<file path="src/rtl/mandelbrot_escape_count_defines.svh">
// ----------------------------------------------------------------------------
// mandelbrot_escape_count_defines.svh
// Assertion macros shared by the escape-count RTL.
// ----------------------------------------------------------------------------
`ifndef MANDELBROT_ESCAPE_COUNT_DEFINES_SVH
`define MANDELBROT_ESCAPE_COUNT_DEFINES_SVH

// property checked every cycle outside reset
`define MEC_ASSERT(label, clk, rst, prop, msg) \
   label: assert property (@(posedge clk) disable iff (rst) (prop)) else $error(msg);

// condition that must hold in the cycle after the trigger
`define MEC_ASSERT_NEXT(label, clk, rst, trig, cond, msg) \
   label: assert property (@(posedge clk) disable iff (rst) (trig) |=> (cond)) else $error(msg);

`endif

</file>
<file path="src/rtl/mec_pkg.sv">
// ----------------------------------------------------------------------------
// mec_pkg
// Types and constants shared by the escape-count controller and datapath.
// ----------------------------------------------------------------------------
package mec_pkg;

   localparam int POINT_W    = 32;
   localparam int WIDE_W     = 64;
   localparam int COUNT_W    = 16;
   localparam int CSR_IDX_W  = 3;
   localparam int CSR_DATA_W = 32;

   localparam logic [CSR_IDX_W-1:0] CSR_ORIGIN_RE = 3'd0;
   localparam logic [CSR_IDX_W-1:0] CSR_ORIGIN_IM = 3'd1;
   localparam logic [CSR_IDX_W-1:0] CSR_STEP_RE   = 3'd2;
   localparam logic [CSR_IDX_W-1:0] CSR_STEP_IM   = 3'd3;
   localparam logic [CSR_IDX_W-1:0] CSR_MAX_ITER  = 3'd4;

   localparam logic [COUNT_W-1:0] MAX_ITER_RESET = 16'd256;

   typedef struct packed {
      logic load_coord;  // capture pixel coordinates
      logic do_map;      // form c, set z = c, clear count
      logic do_mul;      // register the three products
      logic do_step;     // write back new z, bump count
      logic load_out;    // copy count into the result register
   } mec_cmd_type;

   typedef struct packed {
      logic finished;    // escaped or limit reached on current z
   } mec_stat_type;

endpackage

</file>
<file path="src/rtl/mec_ctrl.sv">
// ----------------------------------------------------------------------------
// mec_ctrl
// Sequencer: accepts a pixel, runs the multiply/update loop, hands the count
// to the result register.
// ----------------------------------------------------------------------------
`include "mandelbrot_escape_count_defines.svh"

module mec_ctrl
   import mec_pkg::*;
(
   input  logic         clock,
   input  logic         reset,
   input  logic         req_tvalid,
   output logic         req_tready,
   output logic         rsp_tvalid,
   input  logic         rsp_tready,
   input  mec_stat_type stat,
   output mec_cmd_type  cmd
);

   localparam logic [2:0] ST_IDLE = 3'd0;
   localparam logic [2:0] ST_MAP  = 3'd1;
   localparam logic [2:0] ST_MUL  = 3'd2;
   localparam logic [2:0] ST_UPD  = 3'd3;
   localparam logic [2:0] ST_DONE = 3'd4;

   logic [2:0] state_ff, state_in;
   logic       rsp_valid_ff, rsp_valid_in;
   logic       out_free;

   assign req_tready = (state_ff == ST_IDLE);
   assign rsp_tvalid = rsp_valid_ff;
   assign out_free   = !rsp_valid_ff || rsp_tready;

   always_comb begin
      state_in = state_ff;
      cmd      = '0;
      unique case (state_ff)
         ST_IDLE: begin
            if (req_tvalid) begin
               cmd.load_coord = 1'b1;
               state_in       = ST_MAP;
            end
         end
         ST_MAP: begin
            cmd.do_map = 1'b1;
            state_in   = ST_MUL;
         end
         ST_MUL: begin
            cmd.do_mul = 1'b1;
            state_in   = ST_UPD;
         end
         ST_UPD: begin
            if (stat.finished) begin
               state_in = ST_DONE;
            end else begin
               cmd.do_step = 1'b1;
               state_in    = ST_MUL;
            end
         end
         ST_DONE: begin
            if (out_free) begin
               cmd.load_out = 1'b1;
               state_in     = ST_IDLE;
            end
         end
         default: begin
            state_in = ST_IDLE;
         end
      endcase
   end

   always_comb begin
      rsp_valid_in = rsp_valid_ff;
      if (cmd.load_out) begin
         rsp_valid_in = 1'b1;
      end else if (rsp_tready) begin
         rsp_valid_in = 1'b0;
      end
   end

   always_ff @(posedge clock) begin
      if (reset) begin
         state_ff     <= ST_IDLE;
         rsp_valid_ff <= 1'b0;
      end else begin
         state_ff     <= state_in;
         rsp_valid_ff <= rsp_valid_in;
      end
   end

   `MEC_ASSERT(a_one_cmd, clock, reset, $onehot0(cmd), "more than one datapath command")
   `MEC_ASSERT(a_out_no_overwrite, clock, reset, !cmd.load_out || out_free,
      "result register overwritten while held")
   `MEC_ASSERT_NEXT(a_accept_maps, clock, reset, req_tvalid && req_tready,
      state_ff == ST_MAP && !req_tready, "accepted beat not followed by mapping")
   `MEC_ASSERT_NEXT(a_load_valid, clock, reset, cmd.load_out, rsp_tvalid,
      "loaded result not presented")

endmodule

</file>
<file path="config.mk">
export PLATFORM = sky130hd
export DESIGN_NAME = mec_ctrl
export DESIGN_NICKNAME = d
export VERILOG_FILES = /design/src/rtl/mec_pkg.sv /design/src/rtl/mec_ctrl.sv
export VERILOG_INCLUDE_DIRS = /design/src /design/src/rtl
export SDC_FILE = /design/constraint.sdc
export NUM_CORES = 1
export LEC_CHECK = 0
export ABC_AREA = 1
export BUFFER_PORTS_ARGS = -buffer_cell sky130_fd_sc_hd__buf_2
export CORE_AREA = 2 2 39 41
export CTS_BUF_LIST = sky130_fd_sc_hd__clkbuf_8
export DETAILED_ROUTE_END_ITERATION = 8
export DIE_AREA = 0 0 41 43
export SLEW_MARGIN = 10
export SYNTH_ARGS = -nofsm -noshare
export SYNTH_HDL_FRONTEND = slang
export SYNTH_SLANG_ARGS = --single-unit
</file>
<file path="constraint.sdc">
create_clock -name clock -period 2.3 [get_ports clock]
set_input_delay 0.345 -clock clock [delete_from_list [all_inputs] [get_ports clock]]
set_output_delay 0.345 -clock clock [all_outputs]
set_load 0.01 [all_outputs]
</file>
-- Word-level counts from Yosys, hierarchy flattened
Cells that the tools add are included.
- flip-flop bits (word level): 4
- bits of input ports: 5
- output and inout port bits: 7
- eq/ne operators: 6
- mux-type cells: 14
- reduce and logical (&&, ||, !) cells: 5
- operator list (operator ; number):
    3-bit case mux with 5 select lines ; 1
    1-bit 2-to-1 mux ; 10
    3-bit 2-to-1 mux ; 3
    3-bit by 2-bit equality test with 1-bit output, second input constant ; 2
    2-bit inequality test, second input constant ; 2
    3-bit by 1-bit equality test with 1-bit output, second input constant ; 1
    3-bit equality test, second input constant ; 1
    3-bit logical NOT ; 1
    2-bit AND reduction ; 1
    2-bit nonzero test ; 1
    1-bit logical NOT ; 1
    1-bit logical OR ; 1

-- Longest topological paths before layout
Gate-level depths: netlist of the first run.
- word-level depth: 5
- depth in mapped cells: 4
- gate-level depth less buffers: 4

-- Least setup slack after synthesis of the first run
OpenSTA, ideal clock, no wires.
- path kind: register -> output
- start: register state_ff[1]
- end: output port cmd[1] in the netlist's numbering
- arrival time: 848 ps
- required time: 1955 ps
- setup slack: 1107 ps
- cell stages (with the launch flop): 3
- buffers on the path: 0
- cells stage by stage: dfxtp_1 -> inv_2 -> nor4_1
- RTL lines (item ; line ; source):
    from (decl) ; mec_ctrl.sv:27 ; logic [2:0] state_ff, state_in;
    from (signal assigned) ; mec_ctrl.sv:87 ; state_ff <= state_in;
    to (decl) ; mec_ctrl.sv:18 ; output mec_cmd_type cmd

==> load_flow_metrics.sql, run 1 <==
INSERT INTO impl_metrics (metric_group, metric, value, unit) VALUES
('min_path', 'hold-path-cell-count', '2', ''),
('sta', 'final_setup_violating_endpoints', '0', ''),
('place', 'pre_cts_worst_setup_slack', '1.10', 'ns'),
('cts', 'clk_pin_slew_worst_paths', '0.03', 'ns'),
('synthesis', 'synth_compound_gate_area_share', '12.0', '%'),
('min_path', 'hold_path.class', 'primary input to flip-flop', ''),
('synthesis', 'yosys.area.top_type', 'dfxtp_1', ''),
('detailed_routing', 'remaining_drc_errors', '0', ''),
('cts', 'clock_sinks', '4', ''),
('setup_path', 'critPathMaxFanout', '6', ''),
('power_and_ir_drop', 'clock_power_share', '56.2', '%'),
('synthesis', 'synth.lib_cells_used.distinct', '13', ''),
('cts', 'postCtsSetupRepairBufs', '0', ''),
('floorplanning', 'die_height', '43', 'um'),
('setup_path', 'reg2reg_depth', '3', ''),
('synthesis', 'multiplexer_area_fraction_after_synthesis', '0', '%'),
('sta', 'report.final.hold_viol_count', '0', ''),
('synthesis', 'syn-instance-count', '33', ''),
('power_and_ir_drop', 'p_int', '198', 'uW'),
('setup_path', 'startpoint_type', 'flip-flop', ''),
('synthesis', 'cell_types_with_the_largest_area_share_after_synthesis', 'dfxtp_1, inv_1, nor2_1, a21oi_1, nand2_1', ''),
('setup_path', 'worstPathRequired', '1.96', 'ns'),
('power_and_ir_drop', 'vdd.ir_drop.worst', '0.268', 'mV'),
('setup_path', 'worst_ep_arrival_time', '1.06', 'ns'),
('detailed_routing', 'ant_nets', '0', ''),
('synthesis', 'combinational_family_with_the_most_area_after_synthesis', 'simple AND/OR/NAND/NOR gates', ''),
('sta', 'slew-limit-headroom', '85.1', '%'),
('synthesis', 'post_synth_adder_cell_area', '0', '%'),
('power_and_ir_drop', 'power.combinational.fraction', '12.8', '%'),
('power_and_ir_drop', 'switchingPower', '52.7', 'uW'),
('sta', 'final_count_of_pins_violating_max_slew', '0', ''),
('min_path', 'timing.hold.worst_endpoint', 'state_ff[2]', ''),
('detailed_routing', 'routed_wirelength', '433', 'um'),
('synthesis', 'synthXorXnorAreaFrac', '0', '%'),
('setup_path', 'critical-path-max-stage-delay', '0.42', 'ns'),
('sta', 'clock.fmax', '710', 'MHz'),
('final_layout', 'area_delta_synth_final', '52.1', '%'),
('grt', 'grt_max_degree', '8', ''),
('cts', 'resized_cells_post_cts', '0', ''),
('setup_path', 'critical_path.top_delay_family', 'flip-flops', ''),
('setup_path', 'reg2reg_from', 'state_ff[1]', ''),
('final_layout', 'final_layout_size_suffix_gt1_share', '34.8', '%'),
('grt', 'global_route_total_overflow', '0', ''),
('place', 'detailed_place.area', '277', 'um2'),
('cts', 'clockRootBuffer', 'clkbuf_8', ''),
('grt', 'grt_pass1_wl', '676', 'um'),
('setup_path', 'cp.buffers_inverters', '2', ''),
('setup_path', 'critical-path-slowest-cell', 'dfxtp_1', ''),
('final_layout', 'final_instance_area', '318', 'um2'),
('setup_path', 'worstPathCellList', 'inv_2 -> nor4_1 -> buf_2', ''),
('cts', 'insertion_delay', '0.21', 'ns'),
('detailed_routing', 'post_drt_via_cell_ratio', '3.76', ''),
('synthesis', 'post-synth-top-area-fraction', '38.3', '%'),
('synthesis', 'ys_warn_count', '0', ''),
('final_layout', 'antenna-diode-count', '0', ''),
('cts', 'tritoncts.num_buffers', '3', ''),
('power_and_ir_drop', 'powerDensity', '788', 'nW/um2'),
('sta', 'min_period_over_period', '61.2', '%'),
('floorplanning', 'design.core.area', '1380', 'um2'),
('setup_path', 'reg2reg_to', 'state_ff[1]', ''),
('synthesis', 'netlist_area', '209', 'um2'),
('synthesis', 'register_area_share_after_synthesis', '38.3', '%'),
('final_layout', 'final_cell_mix', 'buf_2, inv_1, nor2_1', ''),
('status', 'outcome', 'completed', ''),
('sta', 'timing_worst_slew_pin_value', '0.223', 'ns'),
('sta', 'clock_skew', '0.00102', 'ns'),
('power_and_ir_drop', 'switching_share', '21.0', '%'),
('grt', 'initial_antenna_violation_count', '0', ''),
('sta', 'tns', '0', 'ns'),
('cts', 'cts_hold_buffers', '0', ''),
('setup_path', 'category_of_the_worst_setup_path_capture_point', 'output pin', '');
## worst reg2reg max path: cells and delay by family, from the launching register on
family | cells | cell delay (ns)
buffers and inverters | 1 | 0.07
DFF | 1 | 0.42
AOI/OAI and AO/OA | 2 | 0.20
## power groups by stage
stage                     Combinational [mW]  Clock [mW]  Sequential [mW]
final                                 0.0320       0.141           0.0778
after global routing                  0.0368       0.150           0.0781
after CTS                             0.0327       0.145           0.0778
after detailed placement              0.0324           0           0.0787
after global placement                0.0324           0           0.0786
after floorplan                       0.0190           0           0.0777
## synth_stat cells
cell	number
nor2_2	1
nand3_1	1
nor4_1	1
buf_4	1
dfxtp_1	4
nor3_1	1
o21ai_1	2
inv_1	8
nand4_1	1
inv_2	1
nor2_1	6
a21oi_1	3
nand2_1	3
## cell type report
| cell class | instances | area [um2] |
|---|---|---|
| timing repair buffer | 11 | 55.1 |
| fill | 167 | 1070 |
| multi-input combinational | 19 | 87.6 |
| tap | 16 | 20.0 |
| sequential | 4 | 80.1 |
| inverter | 9 | 33.8 |
| clock buffer | 3 | 41.3 |
## flip-flops by register name (all words and copies together), names as in the netlist
signal,count
state_ff,3
rsp_tvalid,1
## kinds of logic (layout without fill, tap and decap cells)
logic type,count (synthesis),after routing
AND/OR/NAND/NOR,14,14
AO/OA/AOI/OAI,5,5
buffers and inverters,10,23
flip-flops,4,4
## worst max path at each step
| stage | end | cells past startpoint | slack (ns) | startpoint |
|---|---|---|---|---|
| 3_5_place_dp | cmd[1] | 3 | 1.10 | stat |
| 4_1_cts | cmd[1] | 3 | 0.88 | state_ff[1] |
| 2_1_floorplan | cmd[1] | 2 | 1.11 | state_ff[1] |
| 3_3_place_gp | cmd[1] | 3 | 1.11 | state_ff[1] |
| 6_report | cmd[1] | 3 | 0.89 | state_ff[1] |
| 5_1_grt | cmd[1] | 3 | 0.74 | state_ff[1] |
## metrics by stage
stage	util, %	hold slack (ns)
2_1_floorplan	-	0.414
3_3_place_gp	20.0	0.535
4_1_cts	23.0	0.342
6_report	23.0	0.340
3_5_place_dp	20.0	0.536
5_1_grt	23.0	0.343
## metal layers
layer / GRT usage, % / wire [um] / up-vias
li1: - / - / 129
met1: 6.13 / 184 / 98
met2: 8.75 / 220 / 6
met3: 3.14 / 28 / 0
met4: 2.00 / 0 / 0
met5: 0 / 0 / -
No activity file was read; power rests on OpenSTA's default activity.
==> inputs of run 2 (changes only) <==
==> constraint.sdc (replaced) <==
create_clock -name clock -period 1.3 [get_ports clock]
set_input_delay 0.195 -clock clock [delete_from_list [all_inputs] [get_ports clock]]
set_output_delay 0.195 -clock clock [all_outputs]
set_load 0.01 [all_outputs]
==> load_flow_metrics.sql, run 2 (synthesis gave the netlist of run 1 again) <==
INSERT INTO impl_metrics (metric_group, metric, value, unit) VALUES
('floorplanning', 'floorplan.initialDensity', '15.1', '%'),
('detailed_routing', 'post_drt_via_cell_ratio', '3.81', ''),
('detailed_routing', 'ant_nets', '0', ''),
('setup_path', 'timing_worst_setup_path_type', 'flip-flop to output pin', ''),
('grt', 'grt_max_degree', '8', ''),
('min_path', 'hold_path.class', 'primary input to flip-flop', ''),
('setup_path', 'category_of_the_worst_setup_path_capture_point', 'output pin', ''),
('power_and_ir_drop', 'leakage', '0.167', 'nW'),
('sta', 'rsz0062_at_grt', 'false', ''),
('power_and_ir_drop', 'clock_power_share', '55.6', '%'),
('floorplanning', 'design.core.area', '1380', 'um2'),
('cts', 'tritoncts.num_buffers', '3', ''),
('power_and_ir_drop', 'switchingPower', '97.1', 'uW'),
('setup_path', 'startpoint_type', 'flip-flop', ''),
('sta', 'clock_skew', '0.000482', 'ns'),
('cts', 'cts_htree_levels', '1', ''),
('detailed_routing', 'routed_wirelength', '452', 'um'),
('sta', 'final_setup_violating_endpoints', '0', ''),
('final_layout', 'largest_reg_flops', '3', ''),
('sta', 'period_needed', '1.22', 'ns'),
('final_layout', 'layout.cells.most_common', 'buf_2', ''),
('detailed_routing', 'remaining_drc_errors', '0', ''),
('sta', 'report.final.hold_viol_count', '0', ''),
('sta', 'tns', '0', 'ns'),
('setup_path', 'worstPathRequired', '1.11', 'ns'),
('power_and_ir_drop', 'p_int', '352', 'uW'),
('setup_path', 'critical_path.endpoint', 'cmd[4]', ''),
('setup_path', 'critPathMaxFanout', '7', ''),
('floorplanning', 'floorplan.die.width', '41', 'um'),
('cts', 'postCtsSetupRepairBufs', '0', ''),
('final_layout', 'antenna-diode-count', '0', ''),
('place', 'port_buffers', '11', ''),
('setup_path', 'reg2reg_to', 'state_ff[1]', ''),
('setup_path', 'worst-r2r-setup-slack', '0.49', 'ns'),
('detailed_routing', 'firstDrtPassIters', '1', ''),
('cts', 'clk_pin_slew_worst_paths', '0.03', 'ns'),
('detailed_routing', 'detailedRoute.firstIterationViolations', '0', ''),
('sta', 'final_count_of_pins_violating_max_slew', '0', ''),
('final_layout', 'nNetsFinal', '53', ''),
('sta', 'clock.fmax', '818', 'MHz'),
('cts', 'clock_path_buffers', '2', ''),
('cts', 'insertion_delay', '0.21', 'ns'),
('power_and_ir_drop', 'switching_share', '21.6', '%'),
('sta', 'timing_worst_slew_pin_value', '0.258', 'ns'),
('sta', 'min_period_over_period', '94.1', '%'),
('grt', 'initial_antenna_violation_count', '0', ''),
('sta', 'timing.hold.ws', '0.189', 'ns'),
('setup_path', 'startpoint', 'state_ff[2]', ''),
('cts', 'cts_hold_buffers', '0', ''),
('sta', 'slew-limit-headroom', '82.8', '%'),
('setup_path', 'reg2reg_depth', '4', ''),
('setup_path', 'worst_ep_arrival_time', '1.03', 'ns'),
('power_and_ir_drop', 'vdd.ir_drop.worst', '0.434', 'mV'),
('grt', 'grt_pass1_wl', '779', 'um'),
('place', 'gp_routability_congestion', '0.681', ''),
('grt', 'grt.total_usage', '6.42', '%'),
('cts', 'clockRootBuffer', 'clkbuf_8', ''),
('floorplanning', 'floorplan.io_pins', '12', ''),
('final_layout', 'final_cell_mix', 'buf_2, inv_1, nor2_1', ''),
('final_layout', 'regMostFlops', 'state_ff', ''),
('cts', 'tritoncts', 'done', ''),
('power_and_ir_drop', 'power.combinational.fraction', '13.5', '%'),
('setup_path', 'reg2reg_from', 'state_ff[0]', ''),
('place', 'detailedPlacementHpwl', '402', 'um'),
('cts', 'clock_sinks', '4', ''),
('cts', 'resized_cells_post_cts', '0', ''),
('status', 'outcome', 'completed', ''),
('floorplanning', 'die_height', '43', 'um'),
('final_layout', 'final_layout_size_suffix_gt1_share', '41.3', '%'),
('power_and_ir_drop', 'powerDensity', '1370', 'nW/um2'),
('detailed_routing', 'vias', '236', ''),
('run', 'max_cap_viol_count', '0', ''),
('grt', 'global_route_total_overflow', '0', ''),
('final_layout', 'area_delta_synth_final', '56.9', '%'),
('detailed_routing', 'wl_per_cell', '7.29', 'um'),
('grt', 'via_count_of_the_first_global_routing_pass', '204', ''),
('floorplanning', 'std_cell_rows', '14', ''),
('power_and_ir_drop', 'seqPwrFrac', '30.8', '%'),
('floorplanning', 'floorplan.die_area', '1760', 'um2');
[run 2: cell types whose count changed in the layout (fill, tap and decap cells not counted)]
cell / previous run / this run
dfxtp_1: 4 / 3
dfxtp_2: 0 / 1
nor2_1: 6 / 5
nor2_2: 1 / 2
nor4_1: 1 / 0
nor4_2: 0 / 1
[run 2: how the worst min path moves through the flow]
stage / from / endpoint / slack [ns] / depth (start not counted)
global route: reset / state_ff[1] / 0.20 / 2
global placement: reset / state_ff[1] / 0.41 / 2
floorplan: reset / rsp_tvalid / 0.26 / 1
detailed placement: reset / rsp_tvalid / 0.42 / 2
finish: reset / state_ff[1] / 0.19 / 2
CTS: reset / rsp_tvalid / 0.20 / 2
[run 2: through the flow]
stage	area [um2]	setup slack, ns	cells	total power [mW]	util (%)
after floorplan	209	0.257	33	0.171	-
after global placement	277	0.290	59	0.197	20.0
after detailed placement	277	0.253	59	0.198	20.0
after CTS	318	0.0388	62	0.453	23.0
after global routing	328	0.000312	62	0.479	23.7
final	328	0.0768	62	0.449	23.7
[run 2: critical path, stage by stage (launching register included)]
cell and delay [ns]:
dfxtp_1 0.37, nor2_2 0.14, nand2_1 0.09, nor2_1 0.08, buf_2 0.13
[run 2: cell type report]
class / count / area [um2]
clock buffers: 3 / 41.3
fillers: 169 / 1060
flip-flops and latches: 4 / 81.3
well taps: 16 / 20.0
repair buffers: 11 / 55.1
inverters: 9 / 33.8
multi-input cells: 19 / 96.3
[run 2: per-layer routing]
layer | track usage, % | vias to the layer above | wire length, um | share of wire [%]
met5 | 0 | - | 0 | 0
met1 | 7.37 | 101 | 194 | 43
met4 | 2.00 | 0 | 0 | 0
met2 | 10.0 | 6 | 227 | 50
met3 | 3.14 | 0 | 31 | 6.9
li1 | - | 129 | - | -
[run 2: power groups by stage]
stage / combinational [mW] / sequential [mW] / clock [mW]
floorplan: 0.0336 / 0.138 / 0
global placement: 0.0587 / 0.138 / 0
detailed placement: 0.0591 / 0.139 / 0
CTS: 0.0595 / 0.137 / 0.257
global route: 0.0694 / 0.140 / 0.270
finish: 0.0608 / 0.139 / 0.250
